### src/rtl/ppp_pkg.sv
// ----------------------------------------------------------------------------
// ppp_pkg
// Shared types and constants for the pinhole point projection block.
// ----------------------------------------------------------------------------
`default_nettype none

package ppp_pkg;

  // configuration register indexes
  localparam logic [2:0] REG_FOCAL  = 3'd0;
  localparam logic [2:0] REG_CENTER = 3'd1;
  localparam logic [2:0] REG_IMAGE  = 3'd2;
  localparam logic [2:0] REG_ROW0   = 3'd3;
  localparam logic [2:0] REG_ROW1   = 3'd4;
  localparam logic [2:0] REG_ROW2   = 3'd5;

  // 0.05 m in Q16.16
  localparam logic signed [35:0] DEPTH_MIN = 36'sd3277;

  // quotient bits kept by each divider lane
  localparam int QW = 26;

  typedef struct packed {
    logic signed [31:0] rel_x;
    logic signed [31:0] rel_y;
    logic signed [31:0] rel_z;
    logic [23:0]        object_size;
  } in_t;

  typedef struct packed {
    logic signed [23:0] pixel_u;
    logic signed [23:0] pixel_v;
    logic [23:0]        size_pixels;
    logic               visible;
  } out_t;

  typedef struct packed {
    logic [23:0]       fx;
    logic [23:0]       fy;
    logic [23:0]       cx;
    logic [23:0]       cy;
    logic [15:0]       width;
    logic [15:0]       height;
    logic [8:0][15:0]  mount;
  } cfg_t;

  // camera-frame point, Q16.16
  typedef struct packed {
    logic signed [35:0] px;
    logic signed [35:0] py;
    logic signed [35:0] pz;
    logic [23:0]        size;
  } cam_t;

endpackage

`default_nettype wire

### src/rtl/ppp_fifo.sv
// ----------------------------------------------------------------------------
// ppp_fifo
// Short queue between the transform front and the projection back.
// ----------------------------------------------------------------------------
`default_nettype none

module ppp_fifo #(
  parameter int DEPTH = 4
) (
  input  wire            clk,
  input  wire            rst,
  input  wire            push,
  input  ppp_pkg::cam_t  push_data,
  output logic           full,
  input  wire            pop,
  output logic           nonempty,
  output ppp_pkg::cam_t  pop_data
);
  import ppp_pkg::*;

  localparam int AW = (DEPTH > 1) ? $clog2(DEPTH) : 1;
  localparam int CW = $clog2(DEPTH + 1);

  cam_t          mem [DEPTH];
  logic [AW-1:0] wr_ptr;
  logic [AW-1:0] rd_ptr;
  logic [CW-1:0] count;
  logic          do_push;
  logic          do_pop;

  assign full     = (count == CW'(DEPTH));
  assign nonempty = (count != '0);
  assign do_push  = push && !full;
  assign do_pop   = pop && nonempty;
  assign pop_data = mem[rd_ptr];

  // storage
  always_ff @(posedge clk) begin
    if (do_push) begin
      mem[wr_ptr] <= push_data;
    end
  end

  // pointers and fill count
  always_ff @(posedge clk) begin
    if (rst) begin
      wr_ptr <= '0;
      rd_ptr <= '0;
      count  <= '0;
    end else begin
      if (do_push) begin
        wr_ptr <= (wr_ptr == AW'(DEPTH - 1)) ? '0 : wr_ptr + 1'b1;
      end
      if (do_pop) begin
        rd_ptr <= (rd_ptr == AW'(DEPTH - 1)) ? '0 : rd_ptr + 1'b1;
      end
      if (do_push && !do_pop) begin
        count <= count + 1'b1;
      end else if (do_pop && !do_push) begin
        count <= count - 1'b1;
      end
    end
  end

endmodule

`default_nettype wire

### config.mk
export PLATFORM = sky130hd
export DESIGN_NAME = ppp_fifo
export DESIGN_NICKNAME = d
export VERILOG_FILES = /design/src/rtl/ppp_pkg.sv /design/src/rtl/ppp_fifo.sv
export SDC_FILE = /design/constraint.sdc
export NUM_CORES = 1
export LEC_CHECK = 0
export ABC_CLOCK_PERIOD_IN_PS = 4750
export BUFFER_PORTS_ARGS = -buffer_cell sky130_fd_sc_hd__buf_4
export CORE_UTILIZATION = 51
export CTS_CLUSTER_SIZE = 10
export DETAILED_ROUTE_END_ITERATION = 16
export GPL_TIMING_DRIVEN = 0
export PLACE_DENSITY = 0.79
export SETUP_SLACK_MARGIN = 0.05
export SKIP_CTS_REPAIR_TIMING = 1
export SYNTH_ARGS = -nofsm -noshare
export SYNTH_HDL_FRONTEND = slang
export SYNTH_SLANG_ARGS = --single-unit
### constraint.sdc
create_clock -name clk -period 4.75 [get_ports clk]
set_clock_uncertainty 0.2 [all_clocks]
set_input_delay 0.95 -clock clk [delete_from_list [all_inputs] [get_ports clk]]
set_output_delay 0.95 -clock clk [all_outputs]
set_load 0.05 [all_outputs]
==> out/results.ini, run 1 <==
[status]
status = finished, final reports clean

[yosys]
synth_flop_cell = edfxtp_1
yosys.cell_types.count = 22
synth_mux_area_share_pct = 15.3
ys_warn_count = 0
synth_largest_area_cell = edfxtp_1
synth_top_family_by_area = multiplexers
yosys.area_share.xor_xnor_pct = 0.0898
synth_compound_area_share_pct = 0.205
synth-simple-area-share_pct = 0.443
synthAdderAreaFrac_pct = 0.488
synth_edf_count = 528
syn_avg_cell_area_um2 = 26.4
syn_nets = 883
synth_seq_cells = 537
synth_top_cell_area_share_pct = 81.3
synthCells = 740
synthTopCellsByArea = edfxtp_1 81%, mux4_2 15%, dfxtp_1 0.92%
netlist_area_um2 = 19500
async_flop_share_pct = 0
yosysSeqAreaShare_pct = 82.2

[sta]
min_period_ps = 3600
clock.fmax_mhz = 278
finalHoldViolations = 0
tightest_slew_ps = 709
finalSetupViolations = 0
fin_crit_sh_pct = 75.7
drv_slew = 0
rsz0062_at_grt = false
tns_ps = 0
relSlewSlack_pct = 52.7

[power_and_ir_drop]
p_leak_uw = 0.00808
sw_frac_of_total_pct = 32.3
p_seq_share_pct = 41.3
p_per_area_nw_per_um2 = 590
clkPwrFrac_pct = 27.8
power_switching_uw = 4580
p_int_uw = 9600
combPwrFrac_pct = 30.9
ir_worst_vdd_uv = 425

[detailed_routing]
viasPerCell = 5.51
drt-total-wl_mm = 37.7
avgRoutedWirePerCell_um = 23.5
drt_iter0_markers = 462
detail-route-antenna-nets = 0
drt-pass1-iter-count = 4
vias = 8833
drc = 0

[placement]
place_area_um2 = 22400
place_inst = 1527
hpwlAfterDp_mm = 23.1
gp_congestion = 0.692
io_buffers = 268

[die]
io_pins = 270
die_y_um = 198
fp-row-count = 71
start_util_pct = 51.8
die_x_um = 198
die_area_um2 = 39000
core_area_um2 = 37700

[layout]
design_area_um2 = 24000
final_common_cell = edfxtp_1
fillerInstances = 2469
final_cell_mix = 528 x edfxtp_1, 268 x buf_4, 132 x mux4_2, 61 x clkbuf_16
fin_nets = 1221
syn_to_final_growth_pct = 23.1
final-seq-area_um2 = 16000
multiInputGateArea_um2 = 3250
n_antenna_cell = 0
finalNonFillerCells = 1603
fin_util_pct = 63.8
drive_gt1_share_pct = 46.0

[worst_setup_path]
path_max_fanout = 10
endpoint_kind = primary output
cp.required_ps = 3600
critPathKind = reg2out
arrival_ps = 2450
cp-start-kind = flop

[clocking]
cts.sinks = 537
root_buffer = clkbuf_16
cts_tree = done
ctsHtreeMaxLevel = 2
cts_made_buffers = 60
clock_latency_ps = 590
ctsLongestPathBuffers = 3
path_clk_slew_ps = 60

[job]
drv_cap = 0

[global_route]
grt_pass1_wl_mm = 55.9
grt_pass1_vias = 9481
grt_util_all_layers_pct = 19.6
gr-total-overflow = 0
grt_max_degree = 58
antenna_found_initial = 1

[worst_hold_path]
hold_class = reg2reg

## sequential cells by signal, summed over array words and instances (netlist names), named ones only
register / cells
count: 3
mem: 528
rd_ptr: 2
wr_ptr: 2
## cells by family (layout without fill, tap and decap cells)
kind of cell,Yosys count,count (layout)
mux,134,134
compound gates,7,7
xor+xnor,2,2
simple gates,16,16
buf+inv,37,389
flops,537,537
fa+ha+maj,7,7
## Yosys cell counts, types with 2 or more instances
cell type,count
edfxtp_1,528
mux4_2,132
buf_2,16
buf_6,10
dfxtp_1,9
clkbuf_1,6
ha_1,6
and3_1,4
inv_1,4
nor2_1,4
a21oi_1,3
or3_1,3
mux2i_1,2
nand3_1,2
o21ai_0,2
o31ai_1,2
xor2_1,2
## layer usage
layer  global-route usage (%)  wire, um
met1                     24.2     14600
met4                     6.78       808
met5                        0        13
met2                     32.4     18900
met3                     6.62      3400
## worst paths after layout
path,cells after the start,startpoint,slack (ps),to
hold reg to reg,2,rd_ptr[0],320,flop
setup / recovery,5,flop,1150,pop_data[65]
hold / removal,2,rd_ptr[0],320,flop
setup reg to reg,7,count[1],2140,count[2]
## power groups by stage
stage	Clock [uW]	Sequential, uW	Combinational, uW
floorplan	0	5920	3100
global placement	0	5960	4330
detailed placement	0	5940	4420
CTS	4040	5850	4440
global route	4190	5880	4590
finish	3950	5850	4380
## per-stage QoR
step | total power (uW) | worst slack [ps] | hold slack (ps)
2_1_floorplan | 9020 | 1520 | 263
3_3_place_gp | 10300 | 175 | 283
3_5_place_dp | 10400 | 1730 | 315
4_1_cts | 14300 | 1090 | 313
5_1_grt | 14700 | 1040 | 331
6_report | 14200 | 1150 | 315
## final cells by class
class	count	area share (%)
plain buffers	32	0.896
clock buffers	72	6.57
clock inverters	4	0.172
inverters	5	0.0834
multi-input cells	166	13.5
flip-flops and latches	537	66.8
well taps	511	2.66
repair buffers	276	9.30
## critical path, stage by stage (launching register included)
cell and delay [ps]:
dfxtp_1 310, buf_2 190, buf_2 380, buf_2 370, mux4_2 370, buf_4 210
No activity file was read; power rests on OpenSTA's default activity.
==> run 2, diff against run 1 <==
--- a/config.mk
+++ b/config.mk
@@ -5,13 +5,13 @@
 export SDC_FILE = /design/constraint.sdc
 export NUM_CORES = 1
 export LEC_CHECK = 0
-export ABC_CLOCK_PERIOD_IN_PS = 4750
+export ABC_CLOCK_PERIOD_IN_PS = 3590
 export BUFFER_PORTS_ARGS = -buffer_cell sky130_fd_sc_hd__buf_4
-export CORE_UTILIZATION = 51
+export CORE_UTILIZATION = 57
 export CTS_CLUSTER_SIZE = 10
 export DETAILED_ROUTE_END_ITERATION = 16
 export GPL_TIMING_DRIVEN = 0
-export PLACE_DENSITY = 0.79
+export PLACE_DENSITY = 0.83
 export SETUP_SLACK_MARGIN = 0.05
 export SKIP_CTS_REPAIR_TIMING = 1
 export SYNTH_ARGS = -nofsm -noshare
==> constraint.sdc (replaced) <==
create_clock -name clk -period 3.59 [get_ports clk]
set_clock_uncertainty 0.2 [all_clocks]
set_input_delay 0.718 -clock clk [delete_from_list [all_inputs] [get_ports clk]]
set_output_delay 0.718 -clock clk [all_outputs]
set_load 0.05 [all_outputs]
==> run 2 against run 1 <==
Against the previous run: worst setup slack lost 860 ps; sequential share of layout area is 0.46 points higher; critical path depth stayed put; register-to-register slack lost 1300 ps; cell count decreased by 4.1%; die area is 10% lower; global-route usage rose by 3.3 points; core utilization up 7.2 points; routed wire length rose by 2.9%; sequential cell count did not move; critical endpoint is now pop_data[47]; largest power group unchanged.
==> out/results.ini, run 2 (synthesized netlist as in run 1, its figures left out) <==
[global_route]
grt_pass1_vias = 9727  ; was 9481
grt_max_degree = 54  ; was 58
gr-total-overflow = 0  ; unchanged
grt_util_all_layers_pct = 22.9  ; was 19.6%
antenna_found_initial = 0  ; was 1
grt_pass1_wl_mm = 58.9  ; was 55.9 mm

[worst_setup_path]
cp.buffers_inverters = 4  ; unchanged
r2r_start = count[0]  ; was count[1]
path_delay_family = buffers and inverters  ; unchanged
arrival_ps = 2380  ; was 2450 ps
path_cells = buf_2 > buf_2 > buf_2 > mux4_2 > buf_4  ; unchanged
cp_slowest_cell = mux4_2  ; was buf_2
r2r-end = count[2]  ; unchanged
rr_worst_depth = 7  ; unchanged
cp_common_cell = buf_2  ; unchanged
cp.required_ps = 2670  ; was 3600 ps
cp-endpoint = pop_data[47]  ; was pop_data[65]
critPathKind = reg2out  ; unchanged
cp-start-kind = flop  ; unchanged
slowest_delay_ps = 380  ; about the same
endpoint_kind = primary output  ; unchanged
cp.depth = 5  ; unchanged
path_max_fanout = 10  ; unchanged
regToRegSetupSlack_ps = 830  ; was 2140 ps

[layout]
final_common_cell = edfxtp_1  ; unchanged
syn_to_final_growth_pct = 22.3  ; was 23.1%
top_register = mem  ; unchanged
largest_reg_flops = 528  ; unchanged
design_area_um2 = 23800  ; was 24000 um2
final_cell_mix = 528 x edfxtp_1, 268 x buf_4, 132 x mux4_2, 59 x clkbuf_16, 18 x clkbuf_1  ; was 528 x edfxtp_1, 268 x buf_4, 132 x mux4_2, 61 x clkbuf_16
fillerInstances = 1901  ; was 2469
n_antenna_cell = 0  ; unchanged
drive_gt1_share_pct = 45.8  ; was 46.0%
finalNonFillerCells = 1537  ; was 1603
fin_util_pct = 70.9  ; was 63.8%
reg_top3 = mem x528, count x3  ; unchanged
fin_nets = 1220  ; was 1221

[sta]
holdWs_ps = 130  ; was 315 ps
min_period_ps = 3300
relSlewSlack_pct = 51.7  ; was 52.7%
rsz0062_at_grt = false  ; unchanged
fin_crit_sh_pct = 91.8
clock.fmax_mhz = 303
finalHoldViolations = 0  ; unchanged
drv_slew = 0  ; unchanged
tightest_slew_ps = 724  ; was 709 ps
finalSetupViolations = 0  ; unchanged

[clocking]
clock_latency_ps = 580  ; was 590 ps
cts_tree = done  ; unchanged
ctsHtreeMaxLevel = 2  ; unchanged
root_buffer = clkbuf_16  ; unchanged
cts_made_buffers = 59  ; was 60
path_clk_slew_ps = 60  ; about the same
ctsLongestPathBuffers = 3  ; unchanged
cts.sinks = 537  ; unchanged

[die]
io_pins = 270  ; unchanged
fp-row-count = 67  ; was 71
core_area_um2 = 33600  ; was 37700 um2
die_x_um = 187  ; was 198 um
start_util_pct = 58.0  ; was 51.8%
die_area_um2 = 35000  ; was 39000 um2
die_y_um = 187  ; was 198 um

[detailed_routing]
drt-pass1-iter-count = 5  ; was 4
avgRoutedWirePerCell_um = 25.2  ; was 23.5 um
drt_iter0_markers = 594  ; was 462
drc = 0  ; unchanged
drt-total-wl_mm = 38.8  ; was 37.7 mm
viasPerCell = 5.83  ; was 5.51
detail-route-antenna-nets = 0  ; unchanged
vias = 8965  ; was 8833

[placement]
place_inst = 1464  ; was 1527
place_area_um2 = 22300  ; was 22400 um2
io_buffers = 268  ; unchanged
gp_congestion = 0.694  ; was 0.692
hpwlAfterDp_mm = 23.5  ; was 23.1 mm

[job]
drv_cap = 0  ; unchanged

[power_and_ir_drop]
power_uw = 18600  ; was 14200 uW
p_leak_uw = 0.00803  ; was 0.00808 uW
p_per_area_nw_per_um2 = 780  ; was 590 nW/um2
ir_worst_vdd_uv = 648  ; was 425 uV

[worst_hold_path]
hold_class = in2reg  ; was reg2reg

[status]
status = finished, final reports clean  ; unchanged

==> run 2: cell count changes in the layout (fill, tap and decap cells not counted), sizes merged <==
cell and delta:
inv +1, clkbuf -1, clkinv -2, bufinv -1
==> run 2: routing by layer <==
| layer | up-vias | GRT usage [%] | share of wire (%) |
|---|---|---|---|
| met5 | - | 0 | 0 |
| met4 | 0 | 6.56 | 1.8 |
| met3 | 52 | 6.21 | 8.6 |
| met2 | 358 | 38.9 | 52 |
| met1 | 4709 | 29.3 | 37 |
| li1 | 3846 | - | - |
==> run 2: worst min path at each step <==
stage | startpoint | end | slack (ps) | cells after the start
floorplan | rd_ptr[0] | flop | 260 | 2
global placement | rd_ptr[0] | rd_ptr[0] | 280 | 2
detailed placement | rd_ptr[0] | flop | 300 | 2
CTS | push_data[48] | mem[0][48] | 100 | 1
global route | push_data[51] | mem[1][51] | 100 | 1
finish | push_data[51] | mem[1][51] | 130 | 1
==> run 2: cell type report <==
class | instances | area (um2) | share of cell area [%]
Buffer | 32 | 215 | 0.902
Clock buffer | 71 | 1520 | 6.38
Clock inverter | 2 | 12.5 | 0.0525
Inverter | 5 | 20.0 | 0.0839
Multi-Input combinational cell | 166 | 3250 | 13.6
Sequential cell | 537 | 16000 | 67.2
Tap cell | 448 | 561 | 2.35
Timing Repair Buffer | 276 | 2230 | 9.36
==> run 2: power by group <==
part           switching, uW  total, uW  internal, uW
Clock                   2120       5030          2910
Sequential               167       7750          7590
Combinational           3780       5810          2030
==> run 2: metrics by stage <==
stage / setup TNS [ps] / setup WS (ps)
after global routing: 0 / 180
after CTS: 0 / 217
final: 0 / 295
after floorplan: 0 / 588
after global placement: -355590 / -718
after detailed placement: 0 / 844
==> run 3, diff against run 2 <==
--- a/config.mk
+++ b/config.mk
@@ -5,6 +5,7 @@
 export SDC_FILE = /design/constraint.sdc
 export NUM_CORES = 1
 export LEC_CHECK = 0
+export ABC_AREA = 1
 export ABC_CLOCK_PERIOD_IN_PS = 3590
 export BUFFER_PORTS_ARGS = -buffer_cell sky130_fd_sc_hd__buf_4
 export CORE_UTILIZATION = 57
@@ -12,7 +13,6 @@
 export DETAILED_ROUTE_END_ITERATION = 16
 export GPL_TIMING_DRIVEN = 0
 export PLACE_DENSITY = 0.83
-export SETUP_SLACK_MARGIN = 0.05
 export SKIP_CTS_REPAIR_TIMING = 1
 export SYNTH_ARGS = -nofsm -noshare
 export SYNTH_HDL_FRONTEND = slang
==> run 3 against run 2 <==
Against the previous run: area after synthesis up 2.6%; synthesized cell count up 82%; cell area up 3.5%; die area up 2.5%; combinational power up 54%; routed wire length up 26%; critical endpoint is now pop_data[97]; sequential cell count unchanged; register-to-register slack worse by 140 ps.
==> out/results.ini, run 3 <==
[sta]
fin_crit_sh_pct = 95.4  ; was 91.8%
finalHoldViolations = 0  ; unchanged
finalWorstSetupSlack_ps = 165  ; was 295 ps
tightest_slew_ps = 771  ; was 724 ps
relSlewSlack_pct = 48.5  ; was 51.7%
clock.fmax_mhz = 292  ; was 303 MHz
min_period_ps = 3430  ; was 3300 ps
holdWs_ps = 119  ; was 130 ps
drv_slew = 0  ; unchanged
finalSetupViolations = 0  ; unchanged
rsz0062_at_grt = false  ; unchanged

[global_route]
grt_util_all_layers_pct = 27.3  ; was 22.9%
grt_pass1_vias = 13200  ; was 9727
grt_pass1_wl_mm = 73.4  ; was 58.9 mm
grt_max_degree = 30  ; was 54
antenna_found_initial = 1  ; was 0
gr-total-overflow = 0  ; unchanged

[layout]
drive_gt1_share_pct = 24.3  ; was 45.8%
final_cell_mix = 528 x edfxtp_1, 288 x buf_4, 275 x nor2_1, 137 x o21ai_0, 132 x o22ai_1  ; was 528 x edfxtp_1, 268 x buf_4, 132 x mux4_2, 59 x clkbuf_16, 18 x clkbuf_1
top_register = mem  ; unchanged
largest_reg_flops = 528  ; unchanged
final_common_cell = edfxtp_1  ; unchanged
fin_nets = 1840  ; was 1220
syn_to_final_growth_pct = 23.3  ; was 22.3%
fillerInstances = 2153  ; was 1901
reg_top3 = mem x528, count x3  ; unchanged

[clocking]
path_clk_slew_ps = 50  ; was 60 ps
ctsHtreeMaxLevel = 2  ; unchanged
cts_tree = done  ; unchanged
clock_latency_ps = 570  ; was 580 ps
root_buffer = clkbuf_16  ; unchanged
cts_made_buffers = 59  ; unchanged
ctsLongestPathBuffers = 3  ; unchanged
cts.sinks = 537  ; unchanged

[yosys]
synth_edf_count = 528  ; unchanged
syn_nets = 1489  ; was 883
yosys.cell_types.count = 20  ; was 22
ys_warn_count = 0  ; unchanged
netlist_area_um2 = 20000  ; was 19500 um2
synth_flop_cell = edfxtp_1  ; unchanged
synth.most_common_cell = edfxtp_1  ; unchanged
synthCells = 1346  ; was 740
synth_largest_area_cell = edfxtp_1  ; unchanged
syn_avg_cell_area_um2 = 14.9  ; was 26.4 um2
synthTopCellsByArea = edfxtp_1 79%, nor2_1 5.2%, o22ai_1 4.1%  ; was edfxtp_1 81%, mux4_2 15%, dfxtp_1 0.92%
synth_seq_cells = 537  ; unchanged
yosysSeqAreaShare_pct = 80.2  ; was 82.2%
synthTopCellsByCount = 528 x edfxtp_1, 279 x nor2_1, 137 x o21ai_0  ; was 528 x edfxtp_1, 132 x mux4_2, 16 x buf_2
synth_top_cell_area_share_pct = 79.3  ; was 81.3%
async_flop_share_pct = 0  ; unchanged

[detailed_routing]
detail-route-antenna-nets = 0  ; unchanged
vias = 12800  ; was 8965
drt-pass1-iter-count = 5  ; unchanged
avgRoutedWirePerCell_um = 22.6  ; was 25.2 um
drt_iter0_markers = 1100  ; was 594
drc = 0  ; unchanged
viasPerCell = 5.89  ; was 5.83
drt-total-wl_mm = 48.9  ; was 38.8 mm

[worst_setup_path]
cp_common_cell = buf_2  ; unchanged
endpoint_kind = primary output  ; unchanged
critPathKind = reg2out  ; unchanged
path_cells = buf_2 > buf_2 > o21ai_0 > o22ai_1 > buf_4  ; was buf_2 > buf_2 > buf_2 > mux4_2 > buf_4
cp-start-kind = flop  ; unchanged
cp.buffers_inverters = 3  ; was 4
cp_slowest_cell = dfxtp_1  ; was mux4_2
slowest_delay_ps = 560  ; was 380 ps
cp.required_ps = 2670  ; about the same
path_delay_family = buffers and inverters  ; unchanged
r2r_start = count[0]  ; unchanged
arrival_ps = 2510  ; was 2380 ps
path_max_fanout = 11  ; was 10

[job]
drv_cap = 0  ; unchanged

[power_and_ir_drop]
p_per_area_nw_per_um2 = 887  ; was 780 nW/um2
ir_worst_vdd_uv = 644  ; was 648 uV
power_uw = 21900  ; was 18600 uW
p_leak_uw = 0.00872  ; was 0.00803 uW

[placement]
hpwlAfterDp_mm = 30.6  ; was 23.5 mm
dp_slack_ps = 564  ; was 844 ps
gp_congestion = 0.777  ; was 0.694
io_buffers = 269  ; was 268

[die]
die_x_um = 189  ; was 187 um
die_area_um2 = 35800  ; was 35000 um2
fp-row-count = 68  ; was 67
io_pins = 270  ; unchanged
core_area_um2 = 34500  ; was 33600 um2
start_util_pct = 57.9  ; was 58.0%
die_y_um = 189  ; was 187 um

[status]
status = finished, final reports clean  ; unchanged

[worst_hold_path]
hold_class = in2reg  ; unchanged
hold_start = rst  ; was push_data[51]

[run 3: changes by cell type in the layout (fill, tap and decap cells not counted), moves of 23 or more]
cell / delta
o21ai_0: +135
o22ai_1: +132
nor2_1: +271
o21ai_1: +128
clkbuf_1: +23
mux4_2: -132
[run 3: metrics by stage]
stage | TNS [ps] | cell area, um2 | instances | utilization (%)
6_report | 0 | 24700 | 2167 | 71.4
5_1_grt | 0 | 24700 | 2165 | 71.4
4_1_cts | 0 | 24700 | 2165 | 71.4
3_5_place_dp | 0 | 23100 | 2091 | 66.9
3_3_place_gp | -2084670 | 22600 | 2070 | 65.4
2_1_floorplan | -720060 | 20000 | 1346 | -
[run 3: path summary, 6_finish.rpt]
check / end / slack, ps / cells after the start
max: pop_data[97] / 160 / 5
min: count[0] / 120 / 2
max reg2reg: mem[0][69] / 690 / 7
min reg2reg: wr_ptr[0] / 350 / 2
[run 3: cell families (layout without fill, tap and decap cells)]
kind of cell,Yosys count,after routing,share of synthesized area (%)
AOI/OAI and AO/OA,400,400,10.8
DFF,537,537,80.2
adders and majority gates,7,7,0.475
other,0,2,0
xor gates and xnor gates,1,1,0.0438
and+or+nand+nor,298,298,5.65
buffers and inverters,103,467,2.83
[run 3: where the power goes]
part	total, uW	leakage [uW]	switching, uW	internal, uW
sequential	7820	0.00491	182	7640
combinational	8960	0.00304	6500	2460
clock	5100	0.000768	2140	2960
[run 3: area by class of cell]
type                       instances  area (um2)  share of cell area, %
sequential                       537       16000                   65.0
multi-input combinational        706        3430                   13.9
timing repair buffer             290        2490                   10.1
clock buffer                      71        1540                   6.25
tap                              455         569                   2.31
buffer                            86         503                   2.04
inverter                          17        63.8                  0.259
clock inverter                     3        30.0                  0.122
antenna                            2        5.00                 0.0203
[run 3: layer usage]
layer	GRT usage [%]	part of all wire (%)	wire length [um]	up-vias
met4	8.31	2.1	1010	2
met1	34.1	37	18300	6247
met3	7.01	9.9	4820	87
li1	-	-	-	5777
met5	0	0.035	17	-
met2	46.9	51	24700	655
